**config.mk**
```make
export PLATFORM = sky130hd
export DESIGN_NAME = two_stage_tpt_allpass_stereo
export DESIGN_NICKNAME = d
export VERILOG_FILES = /design/src/rtl/core/tpta_pkg.sv /design/src/rtl/core/tpta_ucode_rom.sv /design/src/rtl/core/tpta_datapath.sv /design/src/rtl/core/two_stage_tpt_allpass_stereo.sv
export SDC_FILE = /design/constraint.sdc
export NUM_CORES = 2
export LEC_CHECK = 0
export BUFFER_PORTS_ARGS = -buffer_cell sky130_fd_sc_hd__buf_4
export CAP_MARGIN = 20
export CORE_ASPECT_RATIO = 1.5
export CORE_MARGIN = 5
export CORE_UTILIZATION = 60
export DETAILED_ROUTE_END_ITERATION = 8
export PLACE_DENSITY = 0.78
export REMOVE_ABC_BUFFERS = 1
export SLEW_MARGIN = 25
export SYNTH_ARGS = -nofsm -noshare
export SYNTH_HDL_FRONTEND = slang
export SYNTH_HIERARCHICAL = 1
export SYNTH_SLANG_ARGS = --single-unit
```
**constraint.sdc**
```tcl
create_clock -name i_clk -period 11.1 [get_ports i_clk]
set_input_delay 2.22 -clock i_clk [delete_from_list [all_inputs] [get_ports i_clk]]
set_output_delay 2.22 -clock i_clk [all_outputs]
set_load 0.005 [all_outputs]
```
**src/rtl/core/tpta_pkg.sv**
```systemverilog
package tpta_pkg;

    // sample, state and gain formats
    localparam int SAMPLE_BITS    = 24;
    localparam int GAIN_FRAC_BITS = 16;
    localparam int STATE_BITS     = SAMPLE_BITS + 2;
    localparam int GAIN_BITS      = GAIN_FRAC_BITS + 1;

    // datapath widths
    localparam int DIFF_BITS = STATE_BITS + 1;
    localparam int PROD_BITS = DIFF_BITS + GAIN_BITS + 1;
    localparam int V_BITS    = DIFF_BITS + 1;
    localparam int WIDE_BITS = V_BITS + 3;

    localparam logic [GAIN_BITS-1:0] GAIN_ONE = GAIN_BITS'(1) << GAIN_FRAC_BITS;
    localparam logic signed [PROD_BITS-1:0] ROUND_HALF = PROD_BITS'(1) << (GAIN_FRAC_BITS - 1);

    // saturation limits held at the wide width
    localparam logic signed [WIDE_BITS-1:0] STATE_MAX =
        (WIDE_BITS'(1) << (STATE_BITS - 1)) - WIDE_BITS'(1);
    localparam logic signed [WIDE_BITS-1:0] STATE_MIN = ~STATE_MAX;
    localparam logic signed [WIDE_BITS-1:0] SAMPLE_MAX =
        (WIDE_BITS'(1) << (SAMPLE_BITS - 1)) - WIDE_BITS'(1);
    localparam logic signed [WIDE_BITS-1:0] SAMPLE_MIN = ~SAMPLE_MAX;

    // configuration register indexes
    localparam int CFG_IDX_BITS = 2;
    localparam logic [CFG_IDX_BITS-1:0] CFG_USE_FIXED  = 2'd0;
    localparam logic [CFG_IDX_BITS-1:0] CFG_FIXED_GAIN = 2'd1;
    localparam logic [CFG_IDX_BITS-1:0] CFG_MONO       = 2'd2;
    localparam logic [GAIN_BITS-1:0]    FIXED_GAIN_RST = GAIN_BITS'(32768);

    // microprogram
    localparam int UC_PC_BITS = 5;
    localparam logic [UC_PC_BITS-1:0] PC_FIN = 5'd16;

    typedef enum logic [2:0] {
        OP_DIFF   = 3'd0,
        OP_MUL    = 3'd1,
        OP_ROUND  = 3'd2,
        OP_UPDATE = 3'd3,
        OP_FIN    = 3'd4
    } t_op;

    typedef struct packed {
        t_op                   op;
        logic                  chan;      // 0 left, 1 right
        logic                  stage;     // 0 first section, 1 second
        logic                  src_in;    // section input from the request sample
        logic                  save_out;  // section output is the channel result
        logic                  jmp_mono;  // jump to jmp_to when mono
        logic [UC_PC_BITS-1:0] jmp_to;
    } t_ctrl;

    typedef struct packed {
        logic signed [SAMPLE_BITS-1:0] left_sample;
        logic signed [SAMPLE_BITS-1:0] right_sample;
        logic        [GAIN_BITS-1:0]   gain;
    } t_in_item;

    typedef struct packed {
        logic signed [SAMPLE_BITS-1:0] left_out;
        logic signed [SAMPLE_BITS-1:0] right_out;
    } t_out_item;

    function automatic logic signed [STATE_BITS-1:0] sat_state(
        input logic signed [WIDE_BITS-1:0] a);
        logic signed [WIDE_BITS-1:0] c;
        if (a > STATE_MAX) c = STATE_MAX;
        else if (a < STATE_MIN) c = STATE_MIN;
        else c = a;
        return c[STATE_BITS-1:0];
    endfunction

    function automatic logic signed [SAMPLE_BITS-1:0] sat_sample(
        input logic signed [WIDE_BITS-1:0] a);
        logic signed [WIDE_BITS-1:0] c;
        if (a > SAMPLE_MAX) c = SAMPLE_MAX;
        else if (a < SAMPLE_MIN) c = SAMPLE_MIN;
        else c = a;
        return c[SAMPLE_BITS-1:0];
    endfunction

endpackage

```
**src/rtl/core/tpta_ucode_rom.sv**
```systemverilog
module tpta_ucode_rom
    import tpta_pkg::*;
(
    input  logic [UC_PC_BITS-1:0] i_pc,
    output t_ctrl                 o_ctrl
);

    // one control word per step: four steps for each section of each channel
    always_comb begin
        unique case (i_pc)
            5'd0:    o_ctrl = '{OP_DIFF,   1'b0, 1'b0, 1'b1, 1'b0, 1'b0, PC_FIN};
            5'd1:    o_ctrl = '{OP_MUL,    1'b0, 1'b0, 1'b0, 1'b0, 1'b0, PC_FIN};
            5'd2:    o_ctrl = '{OP_ROUND,  1'b0, 1'b0, 1'b0, 1'b0, 1'b0, PC_FIN};
            5'd3:    o_ctrl = '{OP_UPDATE, 1'b0, 1'b0, 1'b0, 1'b0, 1'b0, PC_FIN};
            5'd4:    o_ctrl = '{OP_DIFF,   1'b0, 1'b1, 1'b0, 1'b0, 1'b0, PC_FIN};
            5'd5:    o_ctrl = '{OP_MUL,    1'b0, 1'b1, 1'b0, 1'b0, 1'b0, PC_FIN};
            5'd6:    o_ctrl = '{OP_ROUND,  1'b0, 1'b1, 1'b0, 1'b0, 1'b0, PC_FIN};
            5'd7:    o_ctrl = '{OP_UPDATE, 1'b0, 1'b1, 1'b0, 1'b1, 1'b1, PC_FIN};
            5'd8:    o_ctrl = '{OP_DIFF,   1'b1, 1'b0, 1'b1, 1'b0, 1'b0, PC_FIN};
            5'd9:    o_ctrl = '{OP_MUL,    1'b1, 1'b0, 1'b0, 1'b0, 1'b0, PC_FIN};
            5'd10:   o_ctrl = '{OP_ROUND,  1'b1, 1'b0, 1'b0, 1'b0, 1'b0, PC_FIN};
            5'd11:   o_ctrl = '{OP_UPDATE, 1'b1, 1'b0, 1'b0, 1'b0, 1'b0, PC_FIN};
            5'd12:   o_ctrl = '{OP_DIFF,   1'b1, 1'b1, 1'b0, 1'b0, 1'b0, PC_FIN};
            5'd13:   o_ctrl = '{OP_MUL,    1'b1, 1'b1, 1'b0, 1'b0, 1'b0, PC_FIN};
            5'd14:   o_ctrl = '{OP_ROUND,  1'b1, 1'b1, 1'b0, 1'b0, 1'b0, PC_FIN};
            5'd15:   o_ctrl = '{OP_UPDATE, 1'b1, 1'b1, 1'b0, 1'b1, 1'b0, PC_FIN};
            default: o_ctrl = '{OP_FIN,    1'b0, 1'b0, 1'b0, 1'b0, 1'b0, PC_FIN};
        endcase
    end

endmodule

```
**src/rtl/core/tpta_datapath.sv**
```systemverilog
module tpta_datapath
    import tpta_pkg::*;
(
    input  logic                 i_clk,
    input  logic                 i_rst_n,
    input  logic                 i_start,
    input  t_in_item             i_item,
    input  logic [GAIN_BITS-1:0] i_gain,
    input  t_ctrl                i_ctrl,
    output t_out_item            o_result
);

    // section states, indexed by {channel, section}
    logic signed [STATE_BITS-1:0]  r_st [4];
    t_in_item                      r_in;
    logic        [GAIN_BITS-1:0]   r_g;
    logic signed [SAMPLE_BITS-1:0] r_x;
    logic signed [SAMPLE_BITS-1:0] r_y;
    logic signed [DIFF_BITS-1:0]   r_d;
    logic signed [PROD_BITS-1:0]   r_p;
    logic signed [V_BITS-1:0]      r_v;
    t_out_item                     r_res;

    logic        [1:0]             st_idx;
    logic signed [STATE_BITS-1:0]  s_cur;
    logic signed [SAMPLE_BITS-1:0] x_src;
    logic signed [PROD_BITS-1:0]   p_round;
    logic signed [WIDE_BITS-1:0]   lp;
    logic signed [WIDE_BITS-1:0]   st_wide;
    logic signed [WIDE_BITS-1:0]   y_wide;
    logic signed [STATE_BITS-1:0]  st_new;
    logic signed [SAMPLE_BITS-1:0] y_new;

    // operand selection, rounding and saturated state and output update
    always_comb begin
        st_idx  = {i_ctrl.chan, i_ctrl.stage};
        s_cur   = r_st[st_idx];
        if (i_ctrl.src_in) begin
            x_src = i_ctrl.chan ? r_in.right_sample : r_in.left_sample;
        end else begin
            x_src = r_y;
        end
        p_round = r_p + ROUND_HALF;
        lp      = WIDE_BITS'(r_v) + WIDE_BITS'(s_cur);
        st_wide = lp + WIDE_BITS'(r_v);
        y_wide  = (lp <<< 1) - WIDE_BITS'(r_x);
        st_new  = sat_state(st_wide);
        y_new   = sat_sample(y_wide);
    end

    // section state, cleared by reset
    always_ff @(posedge i_clk) begin
        if (!i_rst_n) begin
            for (int i = 0; i < 4; i++) begin
                r_st[i] <= '0;
            end
        end else if (i_ctrl.op == OP_UPDATE) begin
            r_st[st_idx] <= st_new;
        end
    end

    // working registers, one operation per step
    always_ff @(posedge i_clk) begin
        if (i_start) begin
            r_in            <= i_item;
            r_g             <= i_gain;
            r_res.right_out <= i_item.right_sample;
        end
        unique case (i_ctrl.op)
            OP_DIFF: begin
                r_x <= x_src;
                r_d <= DIFF_BITS'(x_src) - DIFF_BITS'(s_cur);
            end
            OP_MUL: begin
                r_p <= $signed({1'b0, r_g}) * r_d;
            end
            OP_ROUND: begin
                r_v <= p_round[GAIN_FRAC_BITS +: V_BITS];
            end
            OP_UPDATE: begin
                r_y <= y_new;
                if (i_ctrl.save_out) begin
                    if (i_ctrl.chan) begin
                        r_res.right_out <= y_new;
                    end else begin
                        r_res.left_out <= y_new;
                    end
                end
            end
            default: begin
            end
        endcase
    end

    assign o_result = r_res;

endmodule

```
**src/rtl/core/two_stage_tpt_allpass_stereo.sv**
```systemverilog
// channel   direction  handshake                  payload
// in        request    i_in_valid / o_in_ready    i_in_data  (t_in_item)
// out       result     o_out_valid / i_out_ready  o_out_data (t_out_item)
// cfg       write      i_cfg_valid / o_cfg_ready  i_cfg_index, i_cfg_data
//
// a stereo request runs sixteen microcode steps and a mono one eight, four per section;
// they share one 18x27 multiplier and are followed by one finishing step, then the idle
// state in which the next request is taken
// synchronous active-low reset clears section states, configuration registers and control
// a finished result waits in the output register; the finishing step holds until
// that register is free, so a stalled output only stalls after one more request
module two_stage_tpt_allpass_stereo
    import tpta_pkg::*;
(
    input  logic                    i_clk,
    input  logic                    i_rst_n,
    input  logic                    i_in_valid,
    output logic                    o_in_ready,
    input  t_in_item                i_in_data,
    output logic                    o_out_valid,
    input  logic                    i_out_ready,
    output t_out_item               o_out_data,
    input  logic                    i_cfg_valid,
    output logic                    o_cfg_ready,
    input  logic [CFG_IDX_BITS-1:0] i_cfg_index,
    input  logic [GAIN_BITS-1:0]    i_cfg_data
);

    typedef enum logic {
        S_IDLE,
        S_RUN
    } t_seq_state;

    t_seq_state            r_state;
    logic [UC_PC_BITS-1:0] r_pc;
    logic                  r_out_valid;
    t_out_item             r_out;
    logic                  r_use_fixed;
    logic [GAIN_BITS-1:0]  r_fixed_gain;
    logic                  r_mono;

    t_ctrl                 rom_ctrl;
    t_ctrl                 ctrl;
    t_out_item             dp_result;
    logic                  accept;
    logic                  push;
    logic [GAIN_BITS-1:0]  g_sel;
    logic [GAIN_BITS-1:0]  g_clamp;
    logic [UC_PC_BITS-1:0] n_pc;

    // configuration registers
    always_ff @(posedge i_clk) begin
        if (!i_rst_n) begin
            r_use_fixed  <= 1'b0;
            r_fixed_gain <= FIXED_GAIN_RST;
            r_mono       <= 1'b0;
        end else if (i_cfg_valid) begin
            unique case (i_cfg_index)
                CFG_USE_FIXED:  r_use_fixed  <= i_cfg_data[0];
                CFG_FIXED_GAIN: r_fixed_gain <= i_cfg_data;
                CFG_MONO:       r_mono       <= i_cfg_data[0];
                default: begin
                end
            endcase
        end
    end

    assign o_cfg_ready = 1'b1;

    // gain selection and clamp to one
    always_comb begin
        g_sel   = r_use_fixed ? r_fixed_gain : i_in_data.gain;
        g_clamp = (g_sel > GAIN_ONE) ? GAIN_ONE : g_sel;
    end

    tpta_ucode_rom u_rom (
        .i_pc   (r_pc),
        .o_ctrl (rom_ctrl)
    );

    // sequencer control
    always_comb begin
        ctrl = rom_ctrl;
        if (r_state != S_RUN) begin
            ctrl.op = OP_FIN;
        end
        accept = i_in_valid && o_in_ready;
        push   = (r_state == S_RUN) && (rom_ctrl.op == OP_FIN)
                 && (!r_out_valid || i_out_ready);
        if (rom_ctrl.jmp_mono && r_mono) begin
            n_pc = rom_ctrl.jmp_to;
        end else begin
            n_pc = r_pc + 1'b1;
        end
    end

    tpta_datapath u_dp (
        .i_clk    (i_clk),
        .i_rst_n  (i_rst_n),
        .i_start  (accept),
        .i_item   (i_in_data),
        .i_gain   (g_clamp),
        .i_ctrl   (ctrl),
        .o_result (dp_result)
    );

    // step counter, state and output register
    always_ff @(posedge i_clk) begin
        if (!i_rst_n) begin
            r_state     <= S_IDLE;
            r_pc        <= '0;
            r_out_valid <= 1'b0;
        end else begin
            if (o_out_valid && i_out_ready && !push) begin
                r_out_valid <= 1'b0;
            end
            unique case (r_state)
                S_IDLE: begin
                    if (accept) begin
                        r_state <= S_RUN;
                        r_pc    <= '0;
                    end
                end
                S_RUN: begin
                    if (rom_ctrl.op == OP_FIN) begin
                        if (push) begin
                            r_out_valid <= 1'b1;
                            r_out       <= dp_result;
                            r_state     <= S_IDLE;
                        end
                    end else begin
                        r_pc <= n_pc;
                    end
                end
                default: begin
                    r_state <= S_IDLE;
                end
            endcase
        end
    end

    assign o_in_ready  = (r_state == S_IDLE);
    assign o_out_valid = r_out_valid;
    assign o_out_data  = r_out;

`ifndef ASSERT_OFF
    a_start_at_zero: assert property (@(posedge i_clk) disable iff (!i_rst_n)
        accept |=> (r_state == S_RUN) && (r_pc == '0))
        else $error("run did not start at step zero");

    a_pc_in_range: assert property (@(posedge i_clk) disable iff (!i_rst_n)
        (r_state == S_RUN) |-> (r_pc <= PC_FIN))
        else $error("step counter beyond microprogram");

    a_mono_jump: assert property (@(posedge i_clk) disable iff (!i_rst_n)
        ((r_state == S_RUN) && rom_ctrl.jmp_mono && r_mono) |=> (r_pc == PC_FIN))
        else $error("mono jump not taken");

    a_no_overwrite: assert property (@(posedge i_clk) disable iff (!i_rst_n)
        (r_out_valid && !i_out_ready) |=> r_out_valid)
        else $error("pending result dropped");
`endif

endmodule
```
==> flow_summary_export.csv <==
group,metric,value,unit
sta,hold_ws,0.420,ns
cts,cts_made_buffers,38,
sta,rsz0062_at_grt,"no",
floorplan,io_pins,140,
cells_and_area,multi_input_area,0.0229,mm^2
cts,post_cts_buffers,0,
floorplan,num_rows,112,
cts,cts_hold_buf,0,
sta,finalWorstSetupSlack,2.62,ns
cts,cts_tree,"built",
global_routing,grt_remaining_overflow,0,
worst_setup_path,crit_type,"flip-flop to flip-flop",
synthesis,netlist_top_cells_area,"edfxtp_1 (30%), fa_1 (24%), ha_1 (7.2%), inv_1 (5.5%), nand2_1 (4.0%)",
sta,slew_violations,0,
routing,drt_wl_total,101000,um
sta,fin_crit,8.48,ns
cells_and_area,ff_latch_area,0.0122,mm^2
routing,viasPerCell,6.04,
synthesis,synth_common_cells,"inv_1 (555), fa_1 (443), nand2_1 (399), edfxtp_1 (373), a21oi_1 (224)",
synthesis,yosysWarnings,6,
cells_and_area,num_antenna_cells,0,
floorplan,initial_utilization,60.6,%
job,cap_violations,0,
cts,cts.path.max_buffers,3,
outcome,status,"finished clean",
floorplan,die_h,317,um
sta,fmax,118,MHz
worst_setup_path,endpoint_kind,"flip-flop",
sta,final-hold-violation-count,0,
sta,min_period_over_period,76.4,%
cells_and_area,fillers,4800,
cts,root_buffer,"clkbuf_16",
worst_setup_path,required,11.45,ns
placed_design,port_buffers,138,
cells_and_area,fin_util,65.7,%
global_routing,grt_usage,29.8,%
worst_setup_path,cp.arrival,8.84,ns
worst_setup_path,worstPathMaxFanout,25,
sta,fin_skew,0.0234,ns
floorplan,dieWidth,215,um
synthesis,synth.top_cell.area_share,29.7,%
routing,drc,0,
synthesis,yosysMostFrequentCell,"inv_1",
synthesis,synth_flop_cell,"edfxtp_1",
synthesis,avgSynthCellArea,10.4,um^2
synthesis,netlist_area,0.0377,mm^2
cells_and_area,final_nets,4451,
min_path,holdPathStages,0,
cells_and_area,synthToLayoutAreaGrowth,8.46,%
min_path,hold_class,"flip-flop to flip-flop",
synthesis,ys_seq_elements,423,
synthesis,ys_types,89,
routing,first_iter_violations,1847,
routing,first_pass_iters,5,
routing,routedWlPerCell,22.4,um
global_routing,grt_pass1_wl,158000,um
worst_setup_path,worstRegToRegCells,22,
routing,via_count,27300,
synthesis,synth_edf_count,373,
global_routing,antenna_found_initial,1,
synthesis,syn_inst,3624,
floorplan,core_area,0.0622,mm^2
sta,max_slew_margin,26.3,%
global_routing,grt_pass1_vias,29700,
floorplan,die_area,0.0681,mm^2
cts,cts_resized,0,
sta,fin_setup_tns,0,ns
cts,cts.clk_slew.worst_paths,0.07,ns
cells_and_area,drive_above_1_share,8.39,%
cts,worstSkewPairLatency,0.55,ns
placed_design,gp_congestion,0.965,
sta,setup_viol,0,
worst_setup_path,start_kind,"flip-flop",
placed_design,hpwl,80200,um
synthesis,synthArstFlopShare,0,%
cts,htree_levels,2,
global_routing,grt_max_degree,67,
synthesis,synth_top_cell_by_area,"edfxtp_1",
cts,clock-sinks,423,
routing,ant_nets,0,
placed_design,place_worst_setup_slack,2.89,ns
synthesis,yosysSeqAreaShare,32.4,%
sta,worstMarginPinSlew,1.10,ns
==> worst max-delay path, stage by stage, from the launching register on <==
cell,delay [ns]
dfxtp_1,0.42
and2b_2,0.72
mux4_2,0.44
ha_1,0.34
a211o_1,0.33
nor2_1,0.11
o21ai_0,0.16
a2111oi_0,0.79
nor2_1,0.17
a21oi_1,0.26
o21ai_0,0.13
a21oi_1,0.19
xnor2_1,0.13
ha_1,0.39
nand4_1,0.17
or2_2,0.33
a211oi_1,0.29
o211ai_1,0.28
and2_0,0.31
o311a_1,0.36
a31oi_2,0.80
nand2_1,0.79
a21oi_1,0.38
==> logic make-up (layout without fill, tap and decap cells) <==
kind of cell	count (synthesis)	count (layout)	share of synthesized area, %
adders and majority gates	660	660	30.7
DFF	423	423	32.4
and+or+nand+nor	1017	1017	13.2
buffers and inverters	700	803	7.10
xor gates and xnor gates	147	147	3.41
other	3	6	0.0299
AOI/OAI and AO/OA	576	576	9.68
muxes	98	98	3.48
==> final timing paths <==
| check | from | endpoint | slack (ns) |
|---|---|---|---|
| worst max-delay path | r_pc[4] | u_dp/r_st[3][7] | 2.62 |
| worst min-delay path | u_dp/o_result[27] | o_out_data[27] | 0.42 |
| worst max register to register | r_pc[4] | u_dp/r_st[3][7] | 2.62 |
| worst min register to register | u_dp/o_result[27] | o_out_data[27] | 0.42 |
==> final cells by class <==
class	instances	area share, %
Clock inverter	19	0.676
Timing Repair Buffer	180	3.41
Inverter	555	5.09
Tap cell	798	2.44
Multi-Input combinational cell	2504	56.0
Sequential cell	423	29.8
Clock buffer	49	2.58
==> state kept, by name, summed over array words and instances (netlist names), 27 cells and up <==
signal,count
u_dp/r_st,104
u_dp/r_d,27
u_dp/r_p,29
u_dp/r_in,48
u_dp/o_result,48
u_dp/r_v,28
o_out_data,48
==> through the flow <==
stage,area [um^2],std cells
2_1_floorplan,37100,3482
3_3_place_gp,39500,4456
3_5_place_dp,39500,4457
4_1_cts,40900,4525
5_1_grt,40900,4528
6_report,40900,4528
==> layout by cell type, fill, tap and decap left out, drive strengths merged, types with 6 or more instances in the layout <==
master	n
inv	560
fa	443
nand2	399
edfxtp	373
a21oi	224
ha	217
and2	212
buf	180
nor2	154
xnor2	101
o21ai	91
mux2i	68
a21o	51
dfxtp	50
clkbuf	49
xor2	46
nand3	46
nand2b	31
nor2b	30
o21a	26
mux4	26
nor3	26
and3	24
a21boi	23
nand4	20
a221oi	20
a31oi	19
a211oi	19
o21bai	14
or2	13
nor4	12
or3	11
o211ai	11
and4	8
a311oi	7
a31o	7
a211o	6
conb	6
bufinv	6
==> routing by layer <==
layer  wire length (um)  share of wire (%)  global-route usage, %  vias to the layer above
met2              53400                 53                   55.6                     1142
met4               9050                8.9                   22.0                        2
met1              33100                 33                   30.4                    13600
li1                   -                  -                      -                    12200
met5                 13              0.013                      0                        -
met3               5880                5.8                   3.93                      418
Power is left out: the tool's default activity adds up to more than one toggle a clock period on the data nets, which glitch-free logic cannot reach.
